$ cat src/sv/gctt_pkg.sv
`timescale 1ns / 1ps
// Shared types, constants and tables of the great-circle travel-time block.
package gctt_pkg;

	localparam int LAT_W      = 24;
	localparam int LON_W      = 25;
	localparam int LEG_W      = 23;
	localparam int TIME_W     = 32;
	localparam int SPEED_W    = 24;
	localparam int LAY_W      = 16;
	localparam int CFG_IDX_W  = 2;
	localparam int CFG_DATA_W = 24;
	localparam int SUM_W      = 32;

	localparam int MAX_STOPS    = 256;
	localparam int CORDIC_STEPS = 24;
	localparam int CNT_W        = $clog2(MAX_STOPS + 1);

	localparam int STEP_W     = 6;
	localparam int SQRT_STEPS = 32;
	localparam int DVD_W      = SUM_W + 8;
	localparam int DIV_STEPS  = DVD_W;

	localparam int DEG_W  = 26;
	localparam int MAG_W  = 23;
	localparam int ANG_W  = 34;
	localparam int MUL_W  = 33;
	localparam int PROD_W = 2 * MUL_W;

	localparam logic signed [DEG_W-1:0] Q16_90  = 26'sd5898240;
	localparam logic signed [DEG_W-1:0] Q16_180 = 26'sd11796480;
	localparam logic signed [DEG_W-1:0] Q16_360 = 26'sd23592960;

	localparam logic [26:0] DEG2RAD_K = 27'd74961321;

	localparam logic signed [ANG_W-1:0] CORDIC_GAIN = 34'sd652032874;
	localparam logic signed [ANG_W-1:0] HALF_PI_Q30 = 34'sd1686629713;
	localparam logic signed [ANG_W-1:0] PI_Q30      = 34'sd3373259426;
	localparam logic signed [ANG_W-1:0] ONE_Q30     = 34'sd1073741824;

	localparam logic [12:0]      EARTH_KM = 13'd6371;
	localparam logic [LEG_W-1:0] LEG_MAX  = 23'd5124096;

	localparam logic [SPEED_W-1:0] SPEED_RESET   = 24'd256000;
	localparam logic [LAY_W-1:0]   LAYOVER_RESET = 16'd256;

	localparam logic [CFG_IDX_W-1:0] CFG_SPEED   = 2'd0;
	localparam logic [CFG_IDX_W-1:0] CFG_LAYOVER = 2'd1;

	typedef enum logic [4:0] {
		S_IDLE, S_CHECK, S_RAD, S_RLOAD, S_ROT, S_RSTORE,
		S_MSS, S_MCC, S_MCCD, S_ARG, S_MSQ, S_SLOAD, S_SQRT,
		S_VLOAD, S_VEC, S_MKM, S_LEG, S_ACCUM, S_DLOAD, S_DIV,
		S_TIME, S_DONE
	} state_t;

	typedef enum logic [2:0] {
		MUL_RAD, MUL_SS, MUL_CC, MUL_CCD, MUL_SQ, MUL_KM
	} mul_sel_t;

	// which angle the sin/cos pass works on
	typedef enum logic [1:0] {
		SLOT_A, SLOT_B, SLOT_D
	} slot_t;

	typedef struct packed {
		logic              take_in;
		logic              mul_en;
		mul_sel_t          mul;
		slot_t             slot;
		logic [STEP_W-1:0] step;
		logic              rot_load;
		logic              rot_step;
		logic              store_sc;
		logic              p1_save;
		logic              arg_load;
		logic              sqrt_load;
		logic              sqrt_step;
		logic              vec_load;
		logic              vec_step;
		logic              leg_load;
		logic              leg_zero;
		logic              accum;
		logic              div_load;
		logic              div_step;
		logic              time_load;
		logic              out_load;
	} cmd_t;

	typedef struct packed {
		logic leg_ok;
		logic last;
		logic out_free;
	} status_t;

	// arctangent of 2^-i, radians Q30, truncated
	function automatic logic [31:0] atan_q30(input logic [4:0] i);
		logic [31:0] v;
		unique case (i)
			5'd0:  v = 32'd843314856;
			5'd1:  v = 32'd497837829;
			5'd2:  v = 32'd263043836;
			5'd3:  v = 32'd133525158;
			5'd4:  v = 32'd67021686;
			5'd5:  v = 32'd33543515;
			5'd6:  v = 32'd16775850;
			5'd7:  v = 32'd8388437;
			5'd8:  v = 32'd4194282;
			5'd9:  v = 32'd2097149;
			5'd10: v = 32'd1048575;
			5'd11: v = 32'd524287;
			5'd12: v = 32'd262143;
			5'd13: v = 32'd131071;
			5'd14: v = 32'd65535;
			5'd15: v = 32'd32767;
			5'd16: v = 32'd16383;
			5'd17: v = 32'd8191;
			5'd18: v = 32'd4095;
			5'd19: v = 32'd2047;
			5'd20: v = 32'd1023;
			5'd21: v = 32'd511;
			5'd22: v = 32'd255;
			5'd23: v = 32'd127;
			5'd24: v = 32'd63;
			5'd25: v = 32'd31;
			5'd26: v = 32'd15;
			5'd27: v = 32'd8;
			5'd28: v = 32'd4;
			5'd29: v = 32'd2;
			5'd30: v = 32'd1;
			5'd31: v = 32'd0;
		endcase
		return v;
	endfunction

endpackage

$ cat src/sv/gctt_ctrl.sv
`timescale 1ns / 1ps
// Sequencer that steps the datapath through one stop item.
module gctt_ctrl (
	input  logic              clk,
	input  logic              arst_n,
	input  logic              in_valid,
	output logic              in_ready,
	input  gctt_pkg::status_t st,
	output gctt_pkg::cmd_t    cmd
);
	import gctt_pkg::*;

	state_t            state_q, state_d;
	logic [STEP_W-1:0] cnt_q, cnt_d;
	slot_t             slot_q, slot_d;

	always_ff @(posedge clk or negedge arst_n) begin
		if (!arst_n) begin
			state_q <= S_IDLE;
			cnt_q   <= '0;
			slot_q  <= SLOT_A;
		end else begin
			state_q <= state_d;
			cnt_q   <= cnt_d;
			slot_q  <= slot_d;
		end
	end

	always_comb begin
		state_d  = state_q;
		cnt_d    = cnt_q;
		slot_d   = slot_q;
		in_ready = 1'b0;
		cmd      = '0;
		cmd.slot = slot_q;
		cmd.step = cnt_q;
		unique case (state_q)
			S_IDLE: begin
				in_ready = 1'b1;
				if (in_valid) begin
					cmd.take_in = 1'b1;
					state_d     = S_CHECK;
				end
			end
			S_CHECK: begin
				if (st.leg_ok) begin
					slot_d  = SLOT_A;
					state_d = S_RAD;
				end else begin
					cmd.leg_zero = 1'b1;
					state_d      = S_ACCUM;
				end
			end
			S_RAD: begin
				cmd.mul_en = 1'b1;
				cmd.mul    = MUL_RAD;
				state_d    = S_RLOAD;
			end
			S_RLOAD: begin
				cmd.rot_load = 1'b1;
				cnt_d        = '0;
				state_d      = S_ROT;
			end
			S_ROT: begin
				cmd.rot_step = 1'b1;
				cnt_d        = cnt_q + 1'b1;
				if (cnt_q == STEP_W'(CORDIC_STEPS - 1))
					state_d = S_RSTORE;
			end
			S_RSTORE: begin
				cmd.store_sc = 1'b1;
				if (slot_q == SLOT_D) begin
					state_d = S_MSS;
				end else begin
					slot_d  = (slot_q == SLOT_A) ? SLOT_B : SLOT_D;
					state_d = S_RAD;
				end
			end
			S_MSS: begin
				cmd.mul_en = 1'b1;
				cmd.mul    = MUL_SS;
				state_d    = S_MCC;
			end
			S_MCC: begin
				cmd.p1_save = 1'b1;
				cmd.mul_en  = 1'b1;
				cmd.mul     = MUL_CC;
				state_d     = S_MCCD;
			end
			S_MCCD: begin
				cmd.mul_en = 1'b1;
				cmd.mul    = MUL_CCD;
				state_d    = S_ARG;
			end
			S_ARG: begin
				cmd.arg_load = 1'b1;
				state_d      = S_MSQ;
			end
			S_MSQ: begin
				cmd.mul_en = 1'b1;
				cmd.mul    = MUL_SQ;
				state_d    = S_SLOAD;
			end
			S_SLOAD: begin
				cmd.sqrt_load = 1'b1;
				cnt_d         = '0;
				state_d       = S_SQRT;
			end
			S_SQRT: begin
				cmd.sqrt_step = 1'b1;
				cnt_d         = cnt_q + 1'b1;
				if (cnt_q == STEP_W'(SQRT_STEPS - 1))
					state_d = S_VLOAD;
			end
			S_VLOAD: begin
				cmd.vec_load = 1'b1;
				cnt_d        = '0;
				state_d      = S_VEC;
			end
			S_VEC: begin
				cmd.vec_step = 1'b1;
				cnt_d        = cnt_q + 1'b1;
				if (cnt_q == STEP_W'(CORDIC_STEPS - 1))
					state_d = S_MKM;
			end
			S_MKM: begin
				cmd.mul_en = 1'b1;
				cmd.mul    = MUL_KM;
				state_d    = S_LEG;
			end
			S_LEG: begin
				cmd.leg_load = 1'b1;
				state_d      = S_ACCUM;
			end
			S_ACCUM: begin
				cmd.accum = 1'b1;
				state_d   = st.last ? S_DLOAD : S_DONE;
			end
			S_DLOAD: begin
				cmd.div_load = 1'b1;
				cnt_d        = '0;
				state_d      = S_DIV;
			end
			S_DIV: begin
				cmd.div_step = 1'b1;
				cnt_d        = cnt_q + 1'b1;
				if (cnt_q == STEP_W'(DIV_STEPS - 1))
					state_d = S_TIME;
			end
			S_TIME: begin
				cmd.time_load = 1'b1;
				state_d       = S_DONE;
			end
			S_DONE: begin
				if (st.out_free) begin
					cmd.out_load = 1'b1;
					state_d      = S_IDLE;
				end
			end
			default: state_d = S_IDLE;
		endcase
	end

	a_accept_starts: assert property (@(posedge clk) disable iff (!arst_n)
		(in_valid && in_ready) |=> (state_q == S_CHECK))
		else $error("accepted item did not start processing");

	a_cordic_bound: assert property (@(posedge clk) disable iff (!arst_n)
		(state_q == S_ROT || state_q == S_VEC) |-> (cnt_q < STEP_W'(CORDIC_STEPS)))
		else $error("cordic step count overran");

	a_out_free: assert property (@(posedge clk) disable iff (!arst_n)
		cmd.out_load |-> st.out_free)
		else $error("result loaded over an untaken result");

endmodule

$ cat config.mk
export PLATFORM = sky130hd
export DESIGN_NAME = gctt_ctrl
export DESIGN_NICKNAME = d
export VERILOG_FILES = /design/src/sv/gctt_pkg.sv /design/src/sv/gctt_ctrl.sv
export SDC_FILE = /design/constraint.sdc
export NUM_CORES = 1
export LEC_CHECK = 0
export ABC_AREA = 1
export BUFFER_PORTS_ARGS = -buffer_cell sky130_fd_sc_hd__buf_2
export CORE_MARGIN = 1
export CORE_UTILIZATION = 46
export DETAILED_ROUTE_END_ITERATION = 8
export MAX_ROUTING_LAYER = met4
export PLACE_DENSITY_LB_ADDON = 0.05
export SLEW_MARGIN = 40
export SYNTH_ARGS = -nofsm -noshare
export SYNTH_HDL_FRONTEND = slang
export SYNTH_SLANG_ARGS = --single-unit
export TNS_END_PERCENT = 100
$ cat constraint.sdc
create_clock -name clk -period 1.37 [get_ports clk]
set_clock_uncertainty 0.15 [all_clocks]
set_input_delay 0.137 -clock clk [delete_from_list [all_inputs] [get_ports clk]]
set_output_delay 0.137 -clock clk [all_outputs]
set_load 0.005 [all_outputs]
==> flow_results.xml, run 1 <==
<?xml version="1.0" encoding="UTF-8"?>
<metrics>
  <group name="clock_network">
    <metric name="tritoncts" unit="">built</metric>
    <metric name="clock_path_buffers" unit="">2</metric>
    <metric name="cts.sinks" unit="">13</metric>
    <metric name="tritoncts.num_buffers" unit="">3</metric>
    <metric name="cts-root-buf" unit="">sky130_fd_sc_hd__clkbuf_4</metric>
    <metric name="clk-insertion-delay-late" unit="ns">0.29</metric>
    <metric name="clkSlewWorstSetupHoldPaths" unit="ns">0.10</metric>
    <metric name="htree_num_levels" unit="">1</metric>
  </group>
  <group name="cells_and_area">
    <metric name="fill_cells" unit="">89</metric>
    <metric name="post-route-cell-area" unit="sq um">2260</metric>
    <metric name="area_of_the_multi_input_gates" unit="sq um">948</metric>
    <metric name="flow.area_growth_from_synthesis" unit="%">89.6</metric>
    <metric name="post_route_cells_drive_above_1_share" unit="%">63.5</metric>
    <metric name="antennaDiodeCount" unit="">0</metric>
    <metric name="register_area" unit="sq um">332</metric>
    <metric name="nets" unit="">307</metric>
  </group>
  <group name="worst_hold_path">
    <metric name="timing.hold.worst.class" unit="">in -&gt; async</metric>
  </group>
  <group name="routing">
    <metric name="drt-wirelength-per-cell" unit="um">19.0</metric>
    <metric name="drt-initial-drc-count" unit="">155</metric>
    <metric name="drt_first_pass_iters" unit="">7</metric>
    <metric name="via_count_of_the_routed_design" unit="">1925</metric>
    <metric name="drc" unit="">0</metric>
    <metric name="wirelength_routed" unit="mm">6.24</metric>
    <metric name="detail-route-antenna-nets" unit="">0</metric>
    <metric name="avgViaCountPerCell" unit="">5.85</metric>
  </group>
  <group name="logic_synthesis">
    <metric name="post_synth_inst_count" unit="">197</metric>
    <metric name="synth_top_cell_area_share" unit="%">27.3</metric>
    <metric name="ys.flop_type" unit="">sky130_fd_sc_hd__dfrtp_1</metric>
    <metric name="biggest_area_contributors_in_the_synthesized_netlist" unit="">sky130_fd_sc_hd__dfrtp_1 27%, sky130_fd_sc_hd__nand2_1 20%, sky130_fd_sc_hd__inv_1 11%</metric>
    <metric name="netlist.top_cell.by_area" unit="">sky130_fd_sc_hd__dfrtp_1</metric>
    <metric name="synth_cell_type_count" unit="">23</metric>
    <metric name="synth.cell_area" unit="sq um">1190</metric>
    <metric name="postSynthRegisterBits" unit="">13</metric>
    <metric name="synth.cells.most_frequent" unit="">64 x sky130_fd_sc_hd__nand2_1, 34 x sky130_fd_sc_hd__inv_1, 25 x sky130_fd_sc_hd__nor2_1</metric>
    <metric name="synthesis.nets" unit="">204</metric>
    <metric name="synth_edf_count" unit="">0</metric>
    <metric name="synth.yosys.warnings" unit="">0</metric>
    <metric name="async_flop_share" unit="%">100</metric>
    <metric name="synth-seq-area-share" unit="%">27.3</metric>
    <metric name="postSynthAreaPerCell" unit="sq um">6.05</metric>
    <metric name="synthMostInstantiatedCell" unit="">sky130_fd_sc_hd__nand2_1</metric>
  </group>
  <group name="timing">
    <metric name="tightest_slew_margin_relative_to_the_limit" unit="%">77.7</metric>
    <metric name="timing.final.max_slew_violations" unit="">0</metric>
    <metric name="setup_repair_after_global_routing_missed_its_margin" unit="">true</metric>
    <metric name="final.setup.worst_slack" unit="ns">-0.549</metric>
    <metric name="finalWorstPathRequiredPeriod" unit="ns">1.92</metric>
    <metric name="post_route_fraction_of_the_period_consumed_by_the_critical_path" unit="%">140</metric>
    <metric name="timing.final.hold_violations" unit="">0</metric>
    <metric name="max_slew.worst_pin.slew" unit="ns">0.334</metric>
    <metric name="fin_worst_hold_slack" unit="ns">0.137</metric>
    <metric name="finalSetupViolCount" unit="">35</metric>
    <metric name="timing.fmax" unit="MHz">521</metric>
  </group>
  <group name="critical_path">
    <metric name="crit_arrival" unit="ns">1.63</metric>
    <metric name="worst_ep_required_time" unit="ns">1.08</metric>
    <metric name="startpoint_type" unit="">flip-flop</metric>
    <metric name="maximum_fanout_along_the_worst_path" unit="">5</metric>
    <metric name="worstSetupEndpointType" unit="">output port</metric>
    <metric name="timing.setup.critical_path_class" unit="">reg -&gt; out</metric>
  </group>
  <group name="power">
    <metric name="power.leakage" unit="nW">1.34</metric>
    <metric name="worst_ir_drop_vdd" unit="mV">1.67</metric>
    <metric name="power-per-cell-area" unit="nW/um^2">1950</metric>
  </group>
  <group name="die">
    <metric name="fp.dieH" unit="um">52.9</metric>
    <metric name="design.die.area" unit="sq um">2800</metric>
    <metric name="io_pins" unit="">36</metric>
    <metric name="effective_utilization_at_floorplan" unit="%">48.6</metric>
    <metric name="die_width" unit="um">52.9</metric>
    <metric name="coreArea" unit="sq um">2450</metric>
    <metric name="rows" unit="">18</metric>
  </group>
  <group name="global_route">
    <metric name="grt_pass1_vias" unit="">1708</metric>
    <metric name="grt_antenna_before_repair" unit="">0</metric>
    <metric name="maximum_number_of_pins_on_one_net_before_global_route_repair" unit="">14</metric>
    <metric name="grt_first_pass_wirelength" unit="mm">7.50</metric>
    <metric name="grt_use_total" unit="%">38.2</metric>
    <metric name="globalRoute.totalOverflow" unit="">0</metric>
  </group>
  <group name="outcome">
    <metric name="run_status" unit="">finished, violations left</metric>
    <metric name="failed_checks" unit="">negative setup slack</metric>
  </group>
  <group name="flow_run">
    <metric name="cap_viol_max_count" unit="">0</metric>
  </group>
  <group name="placement">
    <metric name="number_of_buffer_cells_added_on_primary_ports" unit="">35</metric>
    <metric name="post_dp_cell_area" unit="sq um">1680</metric>
    <metric name="dpl.hpwl" unit="mm">2.84</metric>
    <metric name="place_congestion" unit="">1.02</metric>
  </group>
</metrics>
==> routing by layer <==
layer / wire length [um] / track usage [%] / share of wire (%)
met5: 0 / - / 0
met4: 549 / 18.0 / 8.8
met3: 737 / 10.3 / 12
met2: 2880 / 61.2 / 46
met1: 2070 / 44.2 / 33
==> worst max-delay path, stage by stage, from the launching register on <==
cell and delay (ns):
sky130_fd_sc_hd__dfrtp_2 0.49, sky130_fd_sc_hd__inv_2 0.15, sky130_fd_sc_hd__nand2_2 0.09, sky130_fd_sc_hd__nor2_4 0.15, sky130_fd_sc_hd__buf_6 0.12, sky130_fd_sc_hd__nand2_2 0.07, sky130_fd_sc_hd__nand2_1 0.11, sky130_fd_sc_hd__buf_2 0.14
==> final cells by class <==
class | instances | share of cell area (%)
Clock buffer | 4 | 1.16
Timing Repair Buffer | 100 | 33.7
Multi-Input combinational cell | 144 | 41.9
Tap cell | 30 | 1.66
Sequential cell | 13 | 14.7
Inverter | 38 | 6.86
==> cell usage in the layout, fill, tap and decap left out, types with 2 or more instances in the layout <==
cell type                  instances
sky130_fd_sc_hd__buf_2            33
sky130_fd_sc_hd__buf_4            44
sky130_fd_sc_hd__buf_6            21
sky130_fd_sc_hd__clkbuf_4          3
sky130_fd_sc_hd__dfrtp_1           8
sky130_fd_sc_hd__dfrtp_2           5
sky130_fd_sc_hd__inv_1            19
sky130_fd_sc_hd__inv_2            15
sky130_fd_sc_hd__inv_4             3
sky130_fd_sc_hd__nand2_1          50
sky130_fd_sc_hd__nand2_2          16
sky130_fd_sc_hd__nand2_4           4
sky130_fd_sc_hd__nand3_1           8
sky130_fd_sc_hd__nand3_2          11
sky130_fd_sc_hd__nand3_4           3
sky130_fd_sc_hd__nand3b_1          2
sky130_fd_sc_hd__nand4_1           3
sky130_fd_sc_hd__nor2_1           13
sky130_fd_sc_hd__nor2_2           12
sky130_fd_sc_hd__nor2_4            9
sky130_fd_sc_hd__nor3_2            2
==> state kept, by name, indices dropped and copies added (netlist names) <==
signal	flops
slot_q	2
cnt_q	6
state_q	5
==> stage by stage <==
step	power [mW]	worst slack (ns)	cells	setup TNS, ns	utilization [%]
2_1_floorplan	1.90	-0.0961	197	-0.611	-
3_3_place_gp	2.69	-0.233	293	-3.73	68.2
3_5_place_dp	2.73	-0.279	293	-4.43	68.2
4_1_cts	3.66	-0.381	319	-9.55	85.2
5_1_grt	4.59	-0.581	329	-16.08	92.1
6_report	4.40	-0.549	329	-14.80	92.1
==> report_power, final <==
group          internal, mW  leakage, nW  switching (mW)  total, mW
Clock                 0.113       0.0150           0.152      0.265
Combinational          1.55         1.16            1.85       3.40
Sequential            0.520        0.167           0.214      0.734
Total                  2.18         1.34            2.22       4.40
==> what timing repair did <==
action,CTS,global route
cloned,0,0
setup endpoints to repair,35,35
setup buffers,21,11
hold buffers,1,0
hold endpoints to repair,13,0
pin swaps,21,19
resized for setup,66,30
==> logic make-up after synthesis <==
logic type | share of synthesized area [%]
xor gates and xnor gates | 0.735
and+or+nand+nor | 54.7
DFF | 27.3
adders and majority gates | 1.05
buffers and inverters | 13.4
AOI/OAI and AO/OA | 2.83
==> path summary, 6_finish.rpt <==
path / start / to / slack, ns / depth (start not counted)
worst max register to register: state_q[1]$_DFFE_PN0P_ / state_q[2]$_DFFE_PN0P_ / -0.52 / 10
max in group asynchronous: arst_n / state_q[3]$_DFFE_PN0P_ / 0.66 / 2
min in group clk: st[1] / state_q[1]$_DFFE_PN0P_ / 0.20 / 7
worst min-delay path: arst_n / cnt_q[4]$_DFFE_PN0P_ / 0.14 / 2
worst max-delay path: state_q[0]$_DFFE_PN0P_ / cmd[26] / -0.55 / 7
worst min register to register: slot_q[0]$_DFFE_PN0P_ / slot_q[0]$_DFFE_PN0P_ / 0.42 / 2
(Power assumes the default switching activity.)
==> run 2: changes to the inputs <==
--- a/config.mk
+++ b/config.mk
@@ -11,6 +11,5 @@
 export CORE_UTILIZATION = 46
 export DETAILED_ROUTE_END_ITERATION = 8
-export MAX_ROUTING_LAYER = met4
-export PLACE_DENSITY_LB_ADDON = 0.05
+export PLACE_DENSITY = 0.75
 export SLEW_MARGIN = 40
 export SYNTH_ARGS = -nofsm -noshare
==> constraint.sdc (replaced) <==
create_clock -name clk -period 1.37 [get_ports clk]
set_clock_uncertainty 0.15 [all_clocks]
set_input_delay 0.274 -clock clk [delete_from_list [all_inputs] [get_ports clk]]
set_output_delay 0.274 -clock clk [all_outputs]
set_load 0.005 [all_outputs]
==> run 2 against run 1 <==
Against the previous run: the flow now stops in global routing (5_1_grt); area after synthesis unchanged; synthesized cell count unchanged.
==> flow_results.xml, run 2 <==
<?xml version="1.0" encoding="UTF-8"?>
<metrics>
  <group name="outcome">
    <metric name="run_status" unit="">aborted with a tool error</metric>
    <metric name="outcome.stop_stage" unit="">global routing (5_1_grt)</metric>
    <metric name="error_line" unit="">[ERROR DPL-0038] Utilization greater than 100%, impossible to legalize</metric>
  </group>
  <group name="clock_network">
    <metric name="htree_num_levels" unit="">1</metric>
    <metric name="clock_path_buffers" unit="">2</metric>
    <metric name="cts.sinks" unit="">13</metric>
    <metric name="tritoncts.num_buffers" unit="">3</metric>
    <metric name="cts-root-buf" unit="">sky130_fd_sc_hd__clkbuf_4</metric>
  </group>
  <group name="logic_synthesis">
    <metric name="dominant_combinational_cell_family_by_area_after_synthesis" unit="">simple AND/OR/NAND/NOR gates</metric>
    <metric name="postSynthRegisterBits" unit="">13</metric>
    <metric name="synthMostInstantiatedCell" unit="">sky130_fd_sc_hd__nand2_1</metric>
    <metric name="synth.yosys.warnings" unit="">0</metric>
    <metric name="synth-seq-area-share" unit="%">27.3</metric>
    <metric name="synth_top_cell_area_share" unit="%">27.3</metric>
    <metric name="synth.cells.most_frequent" unit="">64 x sky130_fd_sc_hd__nand2_1, 34 x sky130_fd_sc_hd__inv_1, 25 x sky130_fd_sc_hd__nor2_1</metric>
    <metric name="postSynthAreaPerCell" unit="sq um">6.05</metric>
    <metric name="synth_edf_count" unit="">0</metric>
    <metric name="ys.flop_type" unit="">sky130_fd_sc_hd__dfrtp_1</metric>
    <metric name="biggest_area_contributors_in_the_synthesized_netlist" unit="">sky130_fd_sc_hd__dfrtp_1 27%, sky130_fd_sc_hd__nand2_1 20%, sky130_fd_sc_hd__inv_1 11%</metric>
    <metric name="synth_xor_xnor_area_share" unit="%">0.735</metric>
    <metric name="async_flop_share" unit="%">100</metric>
    <metric name="synth.cell_area" unit="sq um">1190</metric>
    <metric name="complex_gate_fraction_of_the_synthesized_area" unit="%">2.83</metric>
    <metric name="netlist.top_cell.by_area" unit="">sky130_fd_sc_hd__dfrtp_1</metric>
    <metric name="post_synth_mux_area_share" unit="%">0</metric>
    <metric name="synthesis.nets" unit="">204</metric>
    <metric name="synth_cell_type_count" unit="">23</metric>
    <metric name="post_synth_and_or_nand_nor_area_fraction" unit="%">54.7</metric>
    <metric name="post_synth_inst_count" unit="">197</metric>
    <metric name="synth-adder-area-share" unit="%">1.05</metric>
  </group>
  <group name="placement">
    <metric name="number_of_buffer_cells_added_on_primary_ports" unit="">35</metric>
    <metric name="dpl.hpwl" unit="mm">2.72</metric>
    <metric name="place_congestion" unit="">0.900</metric>
    <metric name="pre_cts_slack" unit="ns">-0.284</metric>
  </group>
  <group name="timing">
    <metric name="crit_endpoint" unit="">cmd[27]</metric>
    <metric name="timing.worst_endpoint.kind" unit="">primary output</metric>
  </group>
  <group name="die">
    <metric name="effective_utilization_at_floorplan" unit="%">48.6</metric>
    <metric name="die_width" unit="um">52.9</metric>
    <metric name="fp.dieH" unit="um">52.9</metric>
    <metric name="rows" unit="">18</metric>
    <metric name="io_pins" unit="">36</metric>
  </group>
  <group name="global_route">
    <metric name="maximum_number_of_pins_on_one_net_before_global_route_repair" unit="">14</metric>
  </group>
</metrics>
## run 2: cell counts after synthesis
Identical to the previous run, type by type.
## run 2: what timing repair did
item | 4_1_cts
resized for setup | 91
buffers inserted | 29
hold endpoints to repair | 13
hold buffers | 1
pin swaps | 32
endpoints found under the setup margin | 40
## run 2: stage by stage
stage | std cells | area [sq um]
after floorplan | 197 | 1240
after detailed placement | 294 | 1690
after CTS | 327 | 2280
after global placement | 294 | 1690
## run 2: kinds of logic after synthesis
group           after synthesis
buf+inv                      40
simple gates                137
fa+ha+maj                     1
flops                        13
compound gates                5
xor+xnor                      1
==> run 3: changes to the inputs <==
Settings changed: CORE_AREA set to 2 2 63 65, CORE_MARGIN 1 to unset, CORE_UTILIZATION 46 to unset, DIE_AREA set to 0 0 65 67, PLACE_DENSITY 0.75 to unset, PLACE_DENSITY_LB_ADDON set to 0.15.
Clock period 1.37 ns to 1.8 ns, I/O delays scaled along.
==> run 3 against run 2 <==
Against the previous run: the flow now finishes, with violations (negative setup slack).
==> flow_results.xml, run 3 (same netlist as run 1, synthesis figures left out) <==
<?xml version="1.0" encoding="UTF-8"?>
<metrics>
  <group name="routing">
    <metric name="avgViaCountPerCell" unit="">4.58</metric>
    <metric name="wirelength_routed" unit="mm">3.73</metric>
    <metric name="via_count_of_the_routed_design" unit="">1425</metric>
    <metric name="drt-wirelength-per-cell" unit="um">12.0</metric>
    <metric name="drt_first_pass_iters" unit="">4</metric>
    <metric name="detail-route-antenna-nets" unit="">0</metric>
    <metric name="drc" unit="">0</metric>
    <metric name="drt-initial-drc-count" unit="">54</metric>
  </group>
  <group name="die">
    <metric name="fp.dieH" unit="um">67</metric>
    <metric name="effective_utilization_at_floorplan" unit="%">33.1</metric>
    <metric name="io_pins" unit="">36</metric>
    <metric name="design.die.area" unit="sq um">4360</metric>
    <metric name="rows" unit="">22</metric>
    <metric name="die_width" unit="um">65</metric>
    <metric name="coreArea" unit="sq um">3610</metric>
  </group>
  <group name="critical_path">
    <metric name="startpoint_type" unit="">flip-flop</metric>
    <metric name="critical-path-slowest-cell" unit="">sky130_fd_sc_hd__dfrtp_2</metric>
    <metric name="critical_path_cell_list" unit="">buf_6, nor2_4, nand2_1, nor3_1, buf_2</metric>
    <metric name="worst_ep_required_time" unit="ns">1.29</metric>
    <metric name="worstSetupEndpointType" unit="">output port</metric>
    <metric name="worst_path_max_stage_delay" unit="ns">0.47</metric>
    <metric name="crit_arrival" unit="ns">1.38</metric>
    <metric name="worst-r2r-cell-count" unit="">10</metric>
    <metric name="maximum_fanout_along_the_worst_path" unit="">7</metric>
    <metric name="r2r_start" unit="">state_q[1]$_DFFE_PN0P_</metric>
    <metric name="timing.setup.critical_path_class" unit="">reg -&gt; out</metric>
    <metric name="cp-startpoint" unit="">state_q[1]$_DFFE_PN0P_</metric>
  </group>
  <group name="global_route">
    <metric name="grt_pass1_vias" unit="">1364</metric>
    <metric name="grt_first_pass_wirelength" unit="mm">6.30</metric>
    <metric name="grt_antenna_before_repair" unit="">0</metric>
    <metric name="grt_use_total" unit="%">19.0</metric>
    <metric name="globalRoute.totalOverflow" unit="">0</metric>
    <metric name="maximum_number_of_pins_on_one_net_before_global_route_repair" unit="">14</metric>
  </group>
  <group name="cells_and_area">
    <metric name="layout.cells.most_common_list" unit="">59 x sky130_fd_sc_hd__nand2_1, 35 x sky130_fd_sc_hd__buf_2, 28 x sky130_fd_sc_hd__inv_1</metric>
    <metric name="most_common_cell_after_layout_fill_and_taps_aside" unit="">sky130_fd_sc_hd__nand2_1</metric>
    <metric name="post_route_cells_drive_above_1_share" unit="%">45.6</metric>
    <metric name="nets" unit="">271</metric>
    <metric name="biggestRegsByFlops" unit="">cnt_q: 6 flops, state_q: 5 flops, slot_q: 2 flops</metric>
    <metric name="fin_util" unit="%">50.4</metric>
    <metric name="largest_register_ffs" unit="">6</metric>
    <metric name="flow.area_growth_from_synthesis" unit="%">52.5</metric>
    <metric name="finish.cell_count_without_fillers" unit="">311</metric>
    <metric name="antennaDiodeCount" unit="">0</metric>
    <metric name="top_register_by_number_of_flip_flops" unit="">cnt_q</metric>
  </group>
  <group name="timing">
    <metric name="final.setup.worst_slack" unit="ns">-0.0944</metric>
    <metric name="max_slew.worst_pin.slew" unit="ns">0.327</metric>
    <metric name="timing.final.max_slew_violations" unit="">0</metric>
    <metric name="timing.fmax" unit="MHz">528</metric>
    <metric name="post_route_fraction_of_the_period_consumed_by_the_critical_path" unit="%">105</metric>
    <metric name="finalSetupViolCount" unit="">10</metric>
    <metric name="setup_repair_after_global_routing_missed_its_margin" unit="">true</metric>
    <metric name="fin_worst_hold_slack" unit="ns">0.378</metric>
    <metric name="finalWorstPathRequiredPeriod" unit="ns">1.89</metric>
    <metric name="totalNegativeSetupSlack" unit="ns">-0.399</metric>
    <metric name="tightest_slew_margin_relative_to_the_limit" unit="%">78.2</metric>
    <metric name="timing.final.hold_violations" unit="">0</metric>
  </group>
  <group name="worst_hold_path">
    <metric name="min_path_cells" unit="">2</metric>
    <metric name="hold_path_startpoint" unit="">cnt_q[3]$_DFFE_PN0P_</metric>
    <metric name="timing.hold.worst.class" unit="">reg -&gt; reg</metric>
  </group>
  <group name="placement">
    <metric name="dpl.hpwl" unit="mm">2.59</metric>
    <metric name="place_congestion" unit="">0.853</metric>
    <metric name="number_of_buffer_cells_added_on_primary_ports" unit="">35</metric>
    <metric name="numPlacedInstances" unit="">287</metric>
  </group>
  <group name="clock_network">
    <metric name="clk-insertion-delay-late" unit="ns">0.24</metric>
    <metric name="htree_num_levels" unit="">1</metric>
    <metric name="tritoncts.num_buffers" unit="">3</metric>
    <metric name="clock_path_buffers" unit="">2</metric>
    <metric name="cts-root-buf" unit="">sky130_fd_sc_hd__clkbuf_8</metric>
    <metric name="tritoncts" unit="">built</metric>
    <metric name="clkSlewWorstSetupHoldPaths" unit="ns">0.06</metric>
    <metric name="cts.sinks" unit="">13</metric>
  </group>
  <group name="power">
    <metric name="worst_ir_drop_vdd" unit="mV">0.585</metric>
    <metric name="power-per-cell-area" unit="nW/um^2">1370</metric>
    <metric name="power.leakage" unit="nW">1.12</metric>
  </group>
  <group name="flow_run">
    <metric name="cap_viol_max_count" unit="">0</metric>
  </group>
  <group name="outcome">
    <metric name="run_status" unit="">finished, violations left</metric>
    <metric name="failed_checks" unit="">negative setup slack</metric>
  </group>
</metrics>
## run 3: worst paths after layout
check	end	slack [ns]
worst min-delay path	cnt_q[3]$_DFFE_PN0P_	0.38
worst max register to register	state_q[2]$_DFFE_PN0P_	0.07
worst max-delay path	cmd[0]	-0.09
max in group asynchronous	state_q[0]$_DFFE_PN0P_	0.84
min in group asynchronous	state_q[3]$_DFFE_PN0P_	0.39
worst min register to register	cnt_q[3]$_DFFE_PN0P_	0.38
## run 3: worst max-delay path: cells and delay by family (launching register included)
family	cells	cell delay [ns]
buffers and inverters	2	0.29
AND/OR/NAND/NOR	3	0.38
flip-flops	1	0.47
## run 3: area by class of cell
cell class                      count  area (sq um)
Timing Repair Buffer               64           410
Multi-Input combinational cell    144           822
Clock buffer                        4          45.0
Tap cell                           48          60.1
Fill cell                         380          1790
Sequential cell                    13           330
Inverter                           38           150
## run 3: per-layer routing
| metal | GRT usage [%] | part of all wire, % | vias to the layer above |
|---|---|---|---|
| met5 | 0 | 0 | - |
| li1 | - | - | 733 |
| met3 | 3.21 | 5.0 | 6 |
| met2 | 33.4 | 49 | 36 |
| met1 | 23.6 | 44 | 650 |
| met4 | 6.12 | 1.7 | 0 |
## run 3: per-stage QoR
stage / power, mW / area (sq um) / worst slack (ns)
after detailed placement: 1.83 / 1480 / 0.121
after floorplan: 1.40 / 1190 / 0.241
final: 2.48 / 1820 / -0.0944
after CTS: 2.32 / 1740 / -0.0527
after global placement: 1.85 / 1480 / 0.128
after global routing: 2.69 / 1820 / -0.151
## run 3: repair_timing
item,4_1_cts,5_1_grt
resized for setup,29,14
gates cloned,0,0
hold buffers,1,0
pin swaps,8,6
buffers inserted,15,4
endpoints found under the setup margin,17,25
endpoints found under the hold margin,13,0
## run 3: where the power goes
part           switching [mW]  internal (mW)
clock                   0.110          0.157
combinational           0.960          0.723
sequential              0.138          0.396
